<file path="config.mk">
export PLATFORM = sky130hd
export DESIGN_NAME = k_stacks_shared_buffer_core
export DESIGN_NICKNAME = d
export VERILOG_FILES = /design/src/rtl/core/ksb_pkg.sv /design/src/rtl/core/ksb_ctrl.sv /design/src/rtl/core/ksb_datapath.sv /design/src/rtl/core/k_stacks_shared_buffer_core.sv
export SDC_FILE = /design/constraint.sdc
export NUM_CORES = 1
export LEC_CHECK = 0
export ABC_AREA = 1
export ABC_CLOCK_PERIOD_IN_PS = 10200
export BUFFER_PORTS_ARGS = -buffer_cell sky130_fd_sc_hd__clkbuf_2
export CAP_MARGIN = 20
export CORE_MARGIN = 1.5
export CORE_UTILIZATION = 25
export CTS_CLUSTER_SIZE = 25
export DETAILED_ROUTE_END_ITERATION = 12
export PLACE_DENSITY = 0.49
export SYNTH_ARGS = -nofsm -noshare
export SYNTH_HDL_FRONTEND = slang
export SYNTH_SLANG_ARGS = --single-unit
export TNS_END_PERCENT = 20
</file>
<file path="constraint.sdc">
create_clock -name clk -period 10.2 [get_ports clk]
set_clock_uncertainty 0.15 [all_clocks]
set_input_delay 2.04 -clock clk [delete_from_list [all_inputs] [get_ports clk]]
set_output_delay 2.04 -clock clk [all_outputs]
set_load 0.01 [all_outputs]
</file>
<file path="src/rtl/core/ksb_pkg.sv">
// ----------------------------------------------------------------------------
// ksb_pkg
// Shared types, codes and default sizes for the k-stacks shared buffer core.
// ----------------------------------------------------------------------------
`default_nettype none

package ksb_pkg;

  // default sizes handed to the top level parameters
  localparam int DEF_NUM_STACKS = 4;
  localparam int DEF_ENTRIES    = 16;
  localparam int DEF_DATA_WIDTH = 32;

  // fixed port widths
  localparam int SID_W = 2;
  localparam int VAL_W = 32;
  localparam int STS_W = 2;

  // operation codes
  localparam logic FUNC_PUSH = 1'b0;
  localparam logic FUNC_POP  = 1'b1;

  // result status codes
  localparam logic [STS_W-1:0] STAT_OK    = 2'd0;
  localparam logic [STS_W-1:0] STAT_FULL  = 2'd1;
  localparam logic [STS_W-1:0] STAT_EMPTY = 2'd2;

  // controller states
  typedef enum logic [1:0] {
    S_IDLE,
    S_PUSH,
    S_POP_RD,
    S_POP_WB
  } ksb_state_t;

  // controller to datapath commands
  typedef struct packed {
    logic accept;
    logic push_commit;
    logic pop_read;
    logic pop_commit;
    logic load_out;
  } ksb_cmd_t;

  // datapath to controller status
  typedef struct packed {
    logic op_ok;
  } ksb_sts_t;

endpackage

`default_nettype wire

</file>
<file path="src/rtl/core/ksb_ctrl.sv">
// ----------------------------------------------------------------------------
// ksb_ctrl
// Sequencer for push and pop transactions and owner of the result valid flag.
// ----------------------------------------------------------------------------
`default_nettype none

module ksb_ctrl (
  input  logic              clk,
  input  logic              rst_n,
  input  logic              in_valid,
  input  logic              in_func,
  input  logic              out_stall,
  input  ksb_pkg::ksb_sts_t sts,
  output logic              in_stall,
  output logic              out_valid,
  output ksb_pkg::ksb_cmd_t cmd
);
  import ksb_pkg::*;

  ksb_state_t state_r, state_nxt;
  logic       out_valid_r, out_valid_nxt;
  logic       out_free;

  // result register can take a new transaction
  assign out_free = !out_valid_r || !out_stall;

  // next state
  always_comb begin
    state_nxt = state_r;
    unique case (state_r)
      S_IDLE: begin
        if (in_valid) begin
          state_nxt = (in_func == FUNC_POP) ? S_POP_RD : S_PUSH;
        end
      end
      S_PUSH: begin
        if (out_free) begin
          state_nxt = S_IDLE;
        end
      end
      S_POP_RD: begin
        state_nxt = S_POP_WB;
      end
      S_POP_WB: begin
        if (out_free) begin
          state_nxt = S_IDLE;
        end
      end
      default: begin
        state_nxt = S_IDLE;
      end
    endcase
  end

  // command outputs
  always_comb begin
    cmd = '0;
    unique case (state_r)
      S_IDLE: begin
        cmd.accept = in_valid;
      end
      S_PUSH: begin
        cmd.push_commit = out_free && sts.op_ok;
        cmd.load_out    = out_free;
      end
      S_POP_RD: begin
        cmd.pop_read = sts.op_ok;
      end
      S_POP_WB: begin
        cmd.pop_commit = out_free && sts.op_ok;
        cmd.load_out   = out_free;
      end
      default: begin
        cmd = '0;
      end
    endcase
  end

  // result valid flag
  always_comb begin
    out_valid_nxt = out_valid_r;
    if (cmd.load_out) begin
      out_valid_nxt = 1'b1;
    end else if (!out_stall) begin
      out_valid_nxt = 1'b0;
    end
  end

  always_ff @(posedge clk) begin
    if (!rst_n) begin
      state_r     <= S_IDLE;
      out_valid_r <= 1'b0;
    end else begin
      state_r     <= state_nxt;
      out_valid_r <= out_valid_nxt;
    end
  end

  assign in_stall  = (state_r != S_IDLE);
  assign out_valid = out_valid_r;

endmodule

`default_nettype wire

</file>
<file path="src/rtl/core/ksb_datapath.sv">
// ----------------------------------------------------------------------------
// ksb_datapath
// Entry store, link store, stack top store, free list head and result register.
// ----------------------------------------------------------------------------
`default_nettype none

module ksb_datapath #(
  parameter int NUM_STACKS = ksb_pkg::DEF_NUM_STACKS,
  parameter int ENTRIES    = ksb_pkg::DEF_ENTRIES,
  parameter int DATA_WIDTH = ksb_pkg::DEF_DATA_WIDTH
) (
  input  logic                             clk,
  input  logic                             rst_n,
  input  ksb_pkg::ksb_cmd_t                cmd,
  output ksb_pkg::ksb_sts_t                sts,
  input  logic                             in_func,
  input  logic [ksb_pkg::SID_W-1:0]        in_stack_id,
  input  logic signed [ksb_pkg::VAL_W-1:0] in_push_value,
  output logic signed [ksb_pkg::VAL_W-1:0] out_pop_value,
  output logic [ksb_pkg::STS_W-1:0]        out_status
);
  import ksb_pkg::*;

  localparam int PW = $clog2(ENTRIES + 1);
  localparam int AW = $clog2(ENTRIES);
  localparam int SW = (NUM_STACKS > 1) ? $clog2(NUM_STACKS) : 1;
  localparam logic [PW-1:0]         PTR_NULL = PW'(ENTRIES);
  localparam logic [DATA_WIDTH-1:0] DATA_MIN = DATA_WIDTH'(1) << (DATA_WIDTH - 1);

  // storage
  logic [DATA_WIDTH-1:0] data_mem [ENTRIES];
  logic [PW-1:0]         link_mem [ENTRIES];
  logic [PW-1:0]         top_mem  [NUM_STACKS];

  // transaction registers
  logic                  func_r;
  logic [SW-1:0]         sid_r;
  logic                  sid_ok_r;
  logic [DATA_WIDTH-1:0] value_r;
  logic [PW-1:0]         top_rd_r;
  logic                  top_hit_r;
  logic [PW-1:0]         link_rd_r;
  logic [PW-1:0]         link_addr_r;
  logic                  link_fresh_r;
  logic [DATA_WIDTH-1:0] data_rd_r;
  logic signed [VAL_W-1:0] out_pop_value_r;
  logic [STS_W-1:0]      out_status_r;

  // list state
  logic [PW-1:0]         free_head_r, free_head_nxt;
  logic [PW-1:0]         hwm_r, hwm_nxt;
  logic [NUM_STACKS-1:0] top_vld_r, top_vld_nxt;

  logic [SW-1:0]         sid_idx;
  logic                  sid_in_ok;
  logic [PW-1:0]         top_ptr;
  logic [PW-1:0]         link_next;
  logic                  push_ok;
  logic                  pop_ok;
  logic [PW-1:0]         rd_addr;
  logic                  link_we;
  logic [PW-1:0]         link_waddr;
  logic [PW-1:0]         link_wdata;
  logic                  top_we;
  logic [PW-1:0]         top_wdata;

  assign sid_idx   = SW'(in_stack_id);
  assign sid_in_ok = (int'(in_stack_id) < NUM_STACKS);

  // current top of the addressed stack, null until first written
  assign top_ptr = top_hit_r ? top_rd_r : PTR_NULL;

  // entries at or above the fill mark still hold their reset link i+1
  assign link_next = link_fresh_r ? (link_addr_r + PW'(1)) : link_rd_r;

  assign push_ok    = sid_ok_r && (free_head_r < PTR_NULL);
  assign pop_ok     = sid_ok_r && (top_ptr < PTR_NULL);
  assign sts.op_ok  = (func_r == FUNC_POP) ? pop_ok : push_ok;

  // latch the transaction and read the stack top
  always_ff @(posedge clk) begin
    if (cmd.accept) begin
      func_r    <= in_func;
      sid_r     <= sid_idx;
      sid_ok_r  <= sid_in_ok;
      value_r   <= DATA_WIDTH'(in_push_value);
      top_rd_r  <= top_mem[sid_idx];
      top_hit_r <= top_vld_r[sid_idx];
    end
    if (top_we) begin
      top_mem[sid_r] <= top_wdata;
    end
  end

  // link store ports
  assign rd_addr    = cmd.accept ? free_head_r : top_ptr;
  assign link_we    = cmd.push_commit || cmd.pop_read;
  assign link_waddr = cmd.push_commit ? free_head_r : top_ptr;
  assign link_wdata = cmd.push_commit ? top_ptr : free_head_r;

  always_ff @(posedge clk) begin
    if (cmd.accept || cmd.pop_read) begin
      link_rd_r    <= link_mem[rd_addr[AW-1:0]];
      link_addr_r  <= rd_addr;
      link_fresh_r <= (rd_addr >= hwm_r);
    end
    if (link_we) begin
      link_mem[link_waddr[AW-1:0]] <= link_wdata;
    end
  end

  // entry store ports
  always_ff @(posedge clk) begin
    if (cmd.pop_read) begin
      data_rd_r <= data_mem[top_ptr[AW-1:0]];
    end
    if (cmd.push_commit) begin
      data_mem[free_head_r[AW-1:0]] <= value_r;
    end
  end

  // stack top write back
  assign top_we    = cmd.push_commit || cmd.pop_commit;
  assign top_wdata = cmd.push_commit ? free_head_r : link_next;

  // free list head, fill mark and top valid bits
  always_comb begin
    free_head_nxt = free_head_r;
    hwm_nxt       = hwm_r;
    top_vld_nxt   = top_vld_r;
    if (cmd.push_commit) begin
      free_head_nxt = link_next;
      if (free_head_r >= hwm_r) begin
        hwm_nxt = free_head_r + PW'(1);
      end
    end else if (cmd.pop_read) begin
      free_head_nxt = top_ptr;
    end
    if (top_we) begin
      top_vld_nxt[sid_r] = 1'b1;
    end
  end

  always_ff @(posedge clk) begin
    if (!rst_n) begin
      free_head_r <= '0;
      hwm_r       <= '0;
      top_vld_r   <= '0;
    end else begin
      free_head_r <= free_head_nxt;
      hwm_r       <= hwm_nxt;
      top_vld_r   <= top_vld_nxt;
    end
  end

  // result register
  always_ff @(posedge clk) begin
    if (cmd.load_out) begin
      if (func_r == FUNC_PUSH) begin
        out_pop_value_r <= '0;
        out_status_r    <= push_ok ? STAT_OK : STAT_FULL;
      end else if (pop_ok) begin
        out_pop_value_r <= VAL_W'($signed(data_rd_r));
        out_status_r    <= STAT_OK;
      end else begin
        out_pop_value_r <= VAL_W'($signed(DATA_MIN));
        out_status_r    <= STAT_EMPTY;
      end
    end
  end

  assign out_pop_value = out_pop_value_r;
  assign out_status    = out_status_r;

endmodule

`default_nettype wire

</file>
<file path="src/rtl/core/k_stacks_shared_buffer_core.sv">
// ----------------------------------------------------------------------------
// k_stacks_shared_buffer_core
// Several LIFO stacks sharing one entry store through a linked free list.
// ----------------------------------------------------------------------------
// One transaction is worked at a time. A push reads the stack top, then
// writes the link, entry and top; a pop reads the stack top, then the
// dependent link and entry, before the new top is written back. The result
// sits in an output register, and the next transaction is accepted while it
// waits to be taken. A push into a full store is dropped with status full
// and value zero; a pop from an empty stack returns the most negative value
// with status empty. There is no clearing pass after reset: a fill mark
// supplies the reset links of entries never used, and valid bits cover the
// stack tops.
`default_nettype none

module k_stacks_shared_buffer_core #(
  parameter int NUM_STACKS = ksb_pkg::DEF_NUM_STACKS,
  parameter int ENTRIES    = ksb_pkg::DEF_ENTRIES,
  parameter int DATA_WIDTH = ksb_pkg::DEF_DATA_WIDTH
) (
  input  logic                             clk,
  input  logic                             rst_n,
  input  logic                             in_valid,
  output logic                             in_stall,
  input  logic                             in_func,
  input  logic [ksb_pkg::SID_W-1:0]        in_stack_id,
  input  logic signed [ksb_pkg::VAL_W-1:0] in_push_value,
  output logic                             out_valid,
  input  logic                             out_stall,
  output logic signed [ksb_pkg::VAL_W-1:0] out_pop_value,
  output logic [ksb_pkg::STS_W-1:0]        out_status
);
  import ksb_pkg::*;

  ksb_cmd_t cmd;
  ksb_sts_t sts;

  // sequencer
  ksb_ctrl u_ctrl (
    .clk       (clk),
    .rst_n     (rst_n),
    .in_valid  (in_valid),
    .in_func   (in_func),
    .out_stall (out_stall),
    .sts       (sts),
    .in_stall  (in_stall),
    .out_valid (out_valid),
    .cmd       (cmd)
  );

  // stores and result register
  ksb_datapath #(
    .NUM_STACKS (NUM_STACKS),
    .ENTRIES    (ENTRIES),
    .DATA_WIDTH (DATA_WIDTH)
  ) u_datapath (
    .clk           (clk),
    .rst_n         (rst_n),
    .cmd           (cmd),
    .sts           (sts),
    .in_func       (in_func),
    .in_stack_id   (in_stack_id),
    .in_push_value (in_push_value),
    .out_pop_value (out_pop_value),
    .out_status    (out_status)
  );

endmodule

`default_nettype wire

</file>
After elaboration in Yosys (flattened, before gate mapping). Memory sizes are Yosys's and may differ from the RTL's. A register that Yosys moved wholly into a read port is not among the register bits. Cells that the tools add are included.

Output and inout port bits: 36. Memories: 3. Logic and storage cells: 82. RAM bits: 612. Bits of input ports: 39. Bits in registers: 93.

Memories: u_datapath.data_mem (depth 16, bits a word 32, read ports 1, clocked after memory_dff 1, wr ports 1, line ksb_datapath.sv:31) `logic [DATA_WIDTH-1:0] data_mem [ENTRIES];`; u_datapath.link_mem (depth 16, bits a word 5, read ports 1, clocked after memory_dff 1, wr ports 1, line ksb_datapath.sv:32) `logic [PW-1:0] link_mem [ENTRIES];`; u_datapath.top_mem (depth 4, bits a word 5, read ports 1, clocked after memory_dff 1, wr ports 1, line ksb_datapath.sv:33) `logic [PW-1:0] top_mem [NUM_STACKS];`.

Bitwise gates (word level): 1. $lt $le $gt $ge: 7. Multiplexer cells: 34. Eq/ne operators: 6. Reduce and logical (&&, ||, !) cells: 15. Add/sub/neg operators: 2.

Operator list (number): 5-bit 2-to-1 mux (7); 32-bit 2-to-1 mux (1); 1-bit 2-to-1 mux (17); 5-bit by 1-bit adder with 5-bit output, second input constant (2); 5-bit greater-or-equal comparator (2); 5-bit less-than comparator, second input constant (2); 2-bit 2-to-1 mux (5); 2-bit by 3-bit less-than comparator with 1-bit output, second input constant (2); 2-bit case mux with 3 select lines (1); 2-bit AND reduction (3); 2-bit == test, second input constant (2); 1-bit logical OR (4); 4-bit 2-to-1 mux (1); 2-bit by 1-bit != test with 1-bit output, second input constant (2); 4-bit bitwise OR (1); 2-bit nonzero test (2); 1-bit binary-select mux with 2-bit select (1); 1-bit demux with 2-bit select (1); 2-bit by 1-bit == test with 1-bit output, second input constant (1); 2-bit by 1-bit greater-or-equal comparator with 1-bit output, second input constant (1); 1-bit logical AND (2); 1-bit logical NOT (2); 2-bit logical NOT (1); 2-bit != test, second input constant (1); 2-bit OR reduction (1).

Logic depth before layout (Yosys ltp).
Depth in word-level cells: 8. Mapped depth: 12. Mapped depth without buffers: 11.

By module. From an unflattened synthesis, not the netlist that was laid out.

Cells, all modules: 2325. Area total of the unflattened synthesis: 30023.8 um^2.

Modules (own cells, without submodules): ksb_datapath (cells each 2300, instances 1, area an instance 29854.9 um^2, seq. area each 22201.3 um^2); ksb_ctrl (cells each 25, instances 1, area an instance 168.9 um^2, seq. area each 60.1 um^2).

Worst setup path after synthesis. No wires, ideal clock.

Path kind: input -> register. Start: in out_stall. End: mem u_datapath.data_mem[11][0] in the netlist's numbering (enable). Buffers on the path: 2. Slack: 4.623 ns. Stages on the path: 7. Data required time: 9.589 ns. Arrival: 4.966 ns. Cells stage by stage: nand2_1 > nand2_2 > nor2_8 > nand2_2 > buf_4 > clkbuf_1 > nor3_1.

Cells in the longest elaborated chain, start to end: 6.

RTL lines: start, declared (line k_stacks_shared_buffer_core.sv:29) `input logic out_stall,`; 1-bit logical NOT (line ksb_ctrl.sv:25) `assign out_free = !out_valid_r || !out_stall;`; 1-bit logical OR (line ksb_ctrl.sv:25); 1-bit logical AND (line ksb_ctrl.sv:63) `cmd.push_commit = out_free && sts.op_ok;`; 1-bit 2-to-1 mux (line ksb_ctrl.sv:58) `unique case (state_r)`; 1-bit 2-to-1 mux (line ksb_datapath.sv:117) `if (cmd.push_commit) begin`; 1-bit 2-to-1 mux (not written as such) (line ksb_datapath.sv:118) `data_mem[free_head_r[AW-1:0]] <= value_r;`; end, declared (line ksb_datapath.sv:31).

Every way passes these cells.

Worst setup path in the final report.
Start: in out_stall. End: mem u_datapath.data_mem[14][0] in the netlist's numbering (enable).

Same word-level chain as after synthesis.

==> run metrics <==
run status completed; DRT Wirelength 75.2 mm; Hold EP u_datapath.top_vld_r[1]; # clock sinks 747; Relative slew margins 0.307; # diodes 0; final setup fails 0; post-route ant nets 0; Hold Path Depth 2; DRC 0; starting density of the core 0.253; reg-to-reg slack, setup 6.35 ns; root buffer cell clkbuf_16; Avg Synthesized Cell Area 13.2 um^2; Final Hold Viols 0; Post-synth top cells edfxtp_1, nor2_1, nand2_1; Post-synth EDFFs 730; area leader, netlist edfxtp_1; GPL Wtd Cong 0.755; WP data required 10.35 ns; core area 0.119 mm^2; largest net degree at the start of global routing 204; reg-to-reg endpoint u_datapath.link_fresh_r; post-CTS setup buffers 0; period utilization 0.404; Seq/Total Area, Yosys 0.741; CP max FO 47; kind of critical path input pin to flop; fmax 0.243 GHz; H-tree depth 3; Die W 350 um; Worst setup SP type input pin; insertion delay to the later sink of the worst-skew pair 0.66 ns; Longest Clk Path Bufs 3; post-synth top area share 0.730; post-cts resize count 0; layout cells sized above 1 0.133; Slowest-stage cell, CP nor2_4; worst min path class flop to flop; Peak supply drop 0.000117 V; HPWL reported at the end of detailed placement 42.2 mm; # IOs 75; IO buf count 74; Yosys warning total 0; Slew Viols, Final 0; crit path capture type flop; vias in the first global route 17400; Initial DRC Count 1359; PnR Total Power 6.99 mW; Lkg Pwr 12.0 nW; Crit path arrival time 4.27 ns; PD cells 200 mW/mm^2; critical path's largest stage delay 0.52 ns; drt via density 4.36; initial antenna violation count 0; RSZ-0062 raised after global routing no; Routed WL per cell 18.7 um; Total GRT Usage 0.123; commonest register cell after synthesis edfxtp_1; count leader, synth edfxtp_1; Area Growth Syn to Fin 16.1%; first-pass GRT wire length 114 mm; Synth Cell Area 0.0300 mm^2; GRT overflow 0; post-synthesis instance total 2282; worst slew pin tran 1.04 ns; setup TNS 0 ns; Filler Cell Count 12100; Period minus WS final 4.12 ns; hold buffers post-CTS 0; clk slew on worst S/H paths 0.06 ns; top cell family by delay on the critical path simple AND/OR/NAND/NOR gates; CTS tree built; Buf+Inv Stages, Crit Path 4; # Max-Cap Violations 0; Reg2Reg Depth 11; DR vias 17500; Synth Net Count 2336; min-delay src u_datapath.top_vld_r[1]; die height 350 um; Nets 2402; Synth async-reset ratio 0; Row Count 126; Yosys cell types 37; CTS Buf Count 83; drt pass-1 iters 6; top post-synthesis cells by area edfxtp_1, o211ai_1, o21ai_0; Worst R2R Start u_datapath.top_rd_r[0]; register bit total from synthesis 747; Cell Chain, Critical Path clkbuf_2 -> nand2_1 -> nand2_2 -> nor2_8 -> nand2_2 -> buf_4 -> inv_4 -> nand2_1 -> nor2_4 -> buf_4; full die area 0.122 mm^2
[stage by stage]
step                 util  hold slack [ns]  setup slack (ns)  cell area (um^2)  std cells
floorplan               -            0.285              4.62             30000       2282
CTS                 0.294            0.316              6.07             34900       4016
global placement    0.271            0.296              5.37             32200       3860
detailed placement  0.272            0.303              5.36             32200       3862
global route        0.294            0.344              5.93             34900       4017
finish              0.294            0.327              6.08             34900       4017
[cell families after synthesis]
family | Yosys count | share of synthesized area
xor+xnor | 4 | 0.00117
compound gates | 454 | 0.0966
flops | 747 | 0.741
fa+ha+maj | 15 | 0.00625
simple gates | 711 | 0.106
buf+inv | 351 | 0.0489
[metal layers]
layer / track usage / part of all wire / vias to the layer above
li1: - / - / 8395
met1: 0.166 / 0.46 / 8676
met2: 0.202 / 0.48 / 328
met3: 0.0217 / 0.041 / 110
met4: 0.0371 / 0.024 / 0
met5: 0 / 0 / -
[cell type report]
class	count	area [um^2]	share of cell area
clock inverters	52	455	0.0131
inverters	222	841	0.0241
well taps	1600	2000	0.0574
repair buffers	110	698	0.0200
multi-input cells	1184	6450	0.185
clock buffers	102	2180	0.0625
flip-flops and latches	747	22300	0.638
[placed cells by master (no fill, tap or decap), types with 37 or more instances in the layout]
master,n
nand3_1,177
o21ai_1,44
clkbuf_2,74
nor2_1,208
edfxtp_1,730
o221ai_1,57
o211ai_1,136
clkbuf_16,84
nand2_1,217
inv_1,210
o21ai_0,181
or2_0,37
[worst max-delay path by stage]
stage               from  slack [ns]  cells after the start                          to
6_report       out_stall        6.08                     10  u_datapath.data_mem[14][0]
5_1_grt        out_stall        5.93                     10  u_datapath.data_mem[14][0]
4_1_cts        out_stall        6.07                      9  u_datapath.data_mem[1][14]
3_5_place_dp   out_stall        5.36                      9  u_datapath.data_mem[1][12]
3_3_place_gp   out_stall        5.37                      9  u_datapath.data_mem[8][12]
2_1_floorplan  out_stall        4.62                      7  u_datapath.data_mem[11][0]
[state kept, by name (all words and copies together) (netlist names)]
| signal | cells |
|---|---|
| u_datapath.link_rd_r | 5 |
| u_datapath.link_mem | 80 |
| u_datapath.func_r | 1 |
| u_datapath.link_addr_r | 5 |
| u_datapath.data_mem | 512 |
| u_datapath.top_hit_r | 1 |
| u_datapath.free_head_r | 5 |
| u_datapath.data_rd_r | 32 |
| u_datapath.top_vld_r | 4 |
| u_datapath.hwm_r | 5 |
| u_datapath.sid_r | 2 |
| u_datapath.top_rd_r | 5 |
| u_datapath.link_fresh_r | 1 |
| u_datapath.value_r | 32 |
| u_datapath.out_pop_value | 32 |
| u_ctrl.state_r | 2 |
| u_datapath.top_mem | 20 |
| u_datapath.out_status | 2 |
| u_ctrl.out_valid | 1 |
[worst reg2reg max path: cells and delay by family (launching register included)]
kind	cells	cell delay, ns
AOI/OAI and AO/OA	4	0.41
adders and majority gates	1	0.44
buffers and inverters	2	0.67
DFF	1	0.32
and+or+nand+nor	4	1.62
[power breakdown]
part / internal [mW] / leakage [nW] / switching (mW)
combinational: 0.147 / 3.91 / 0.387
sequential: 3.48 / 6.74 / 0.0699
clock: 1.66 / 1.30 / 1.26
(Power assumes the default switching activity.)
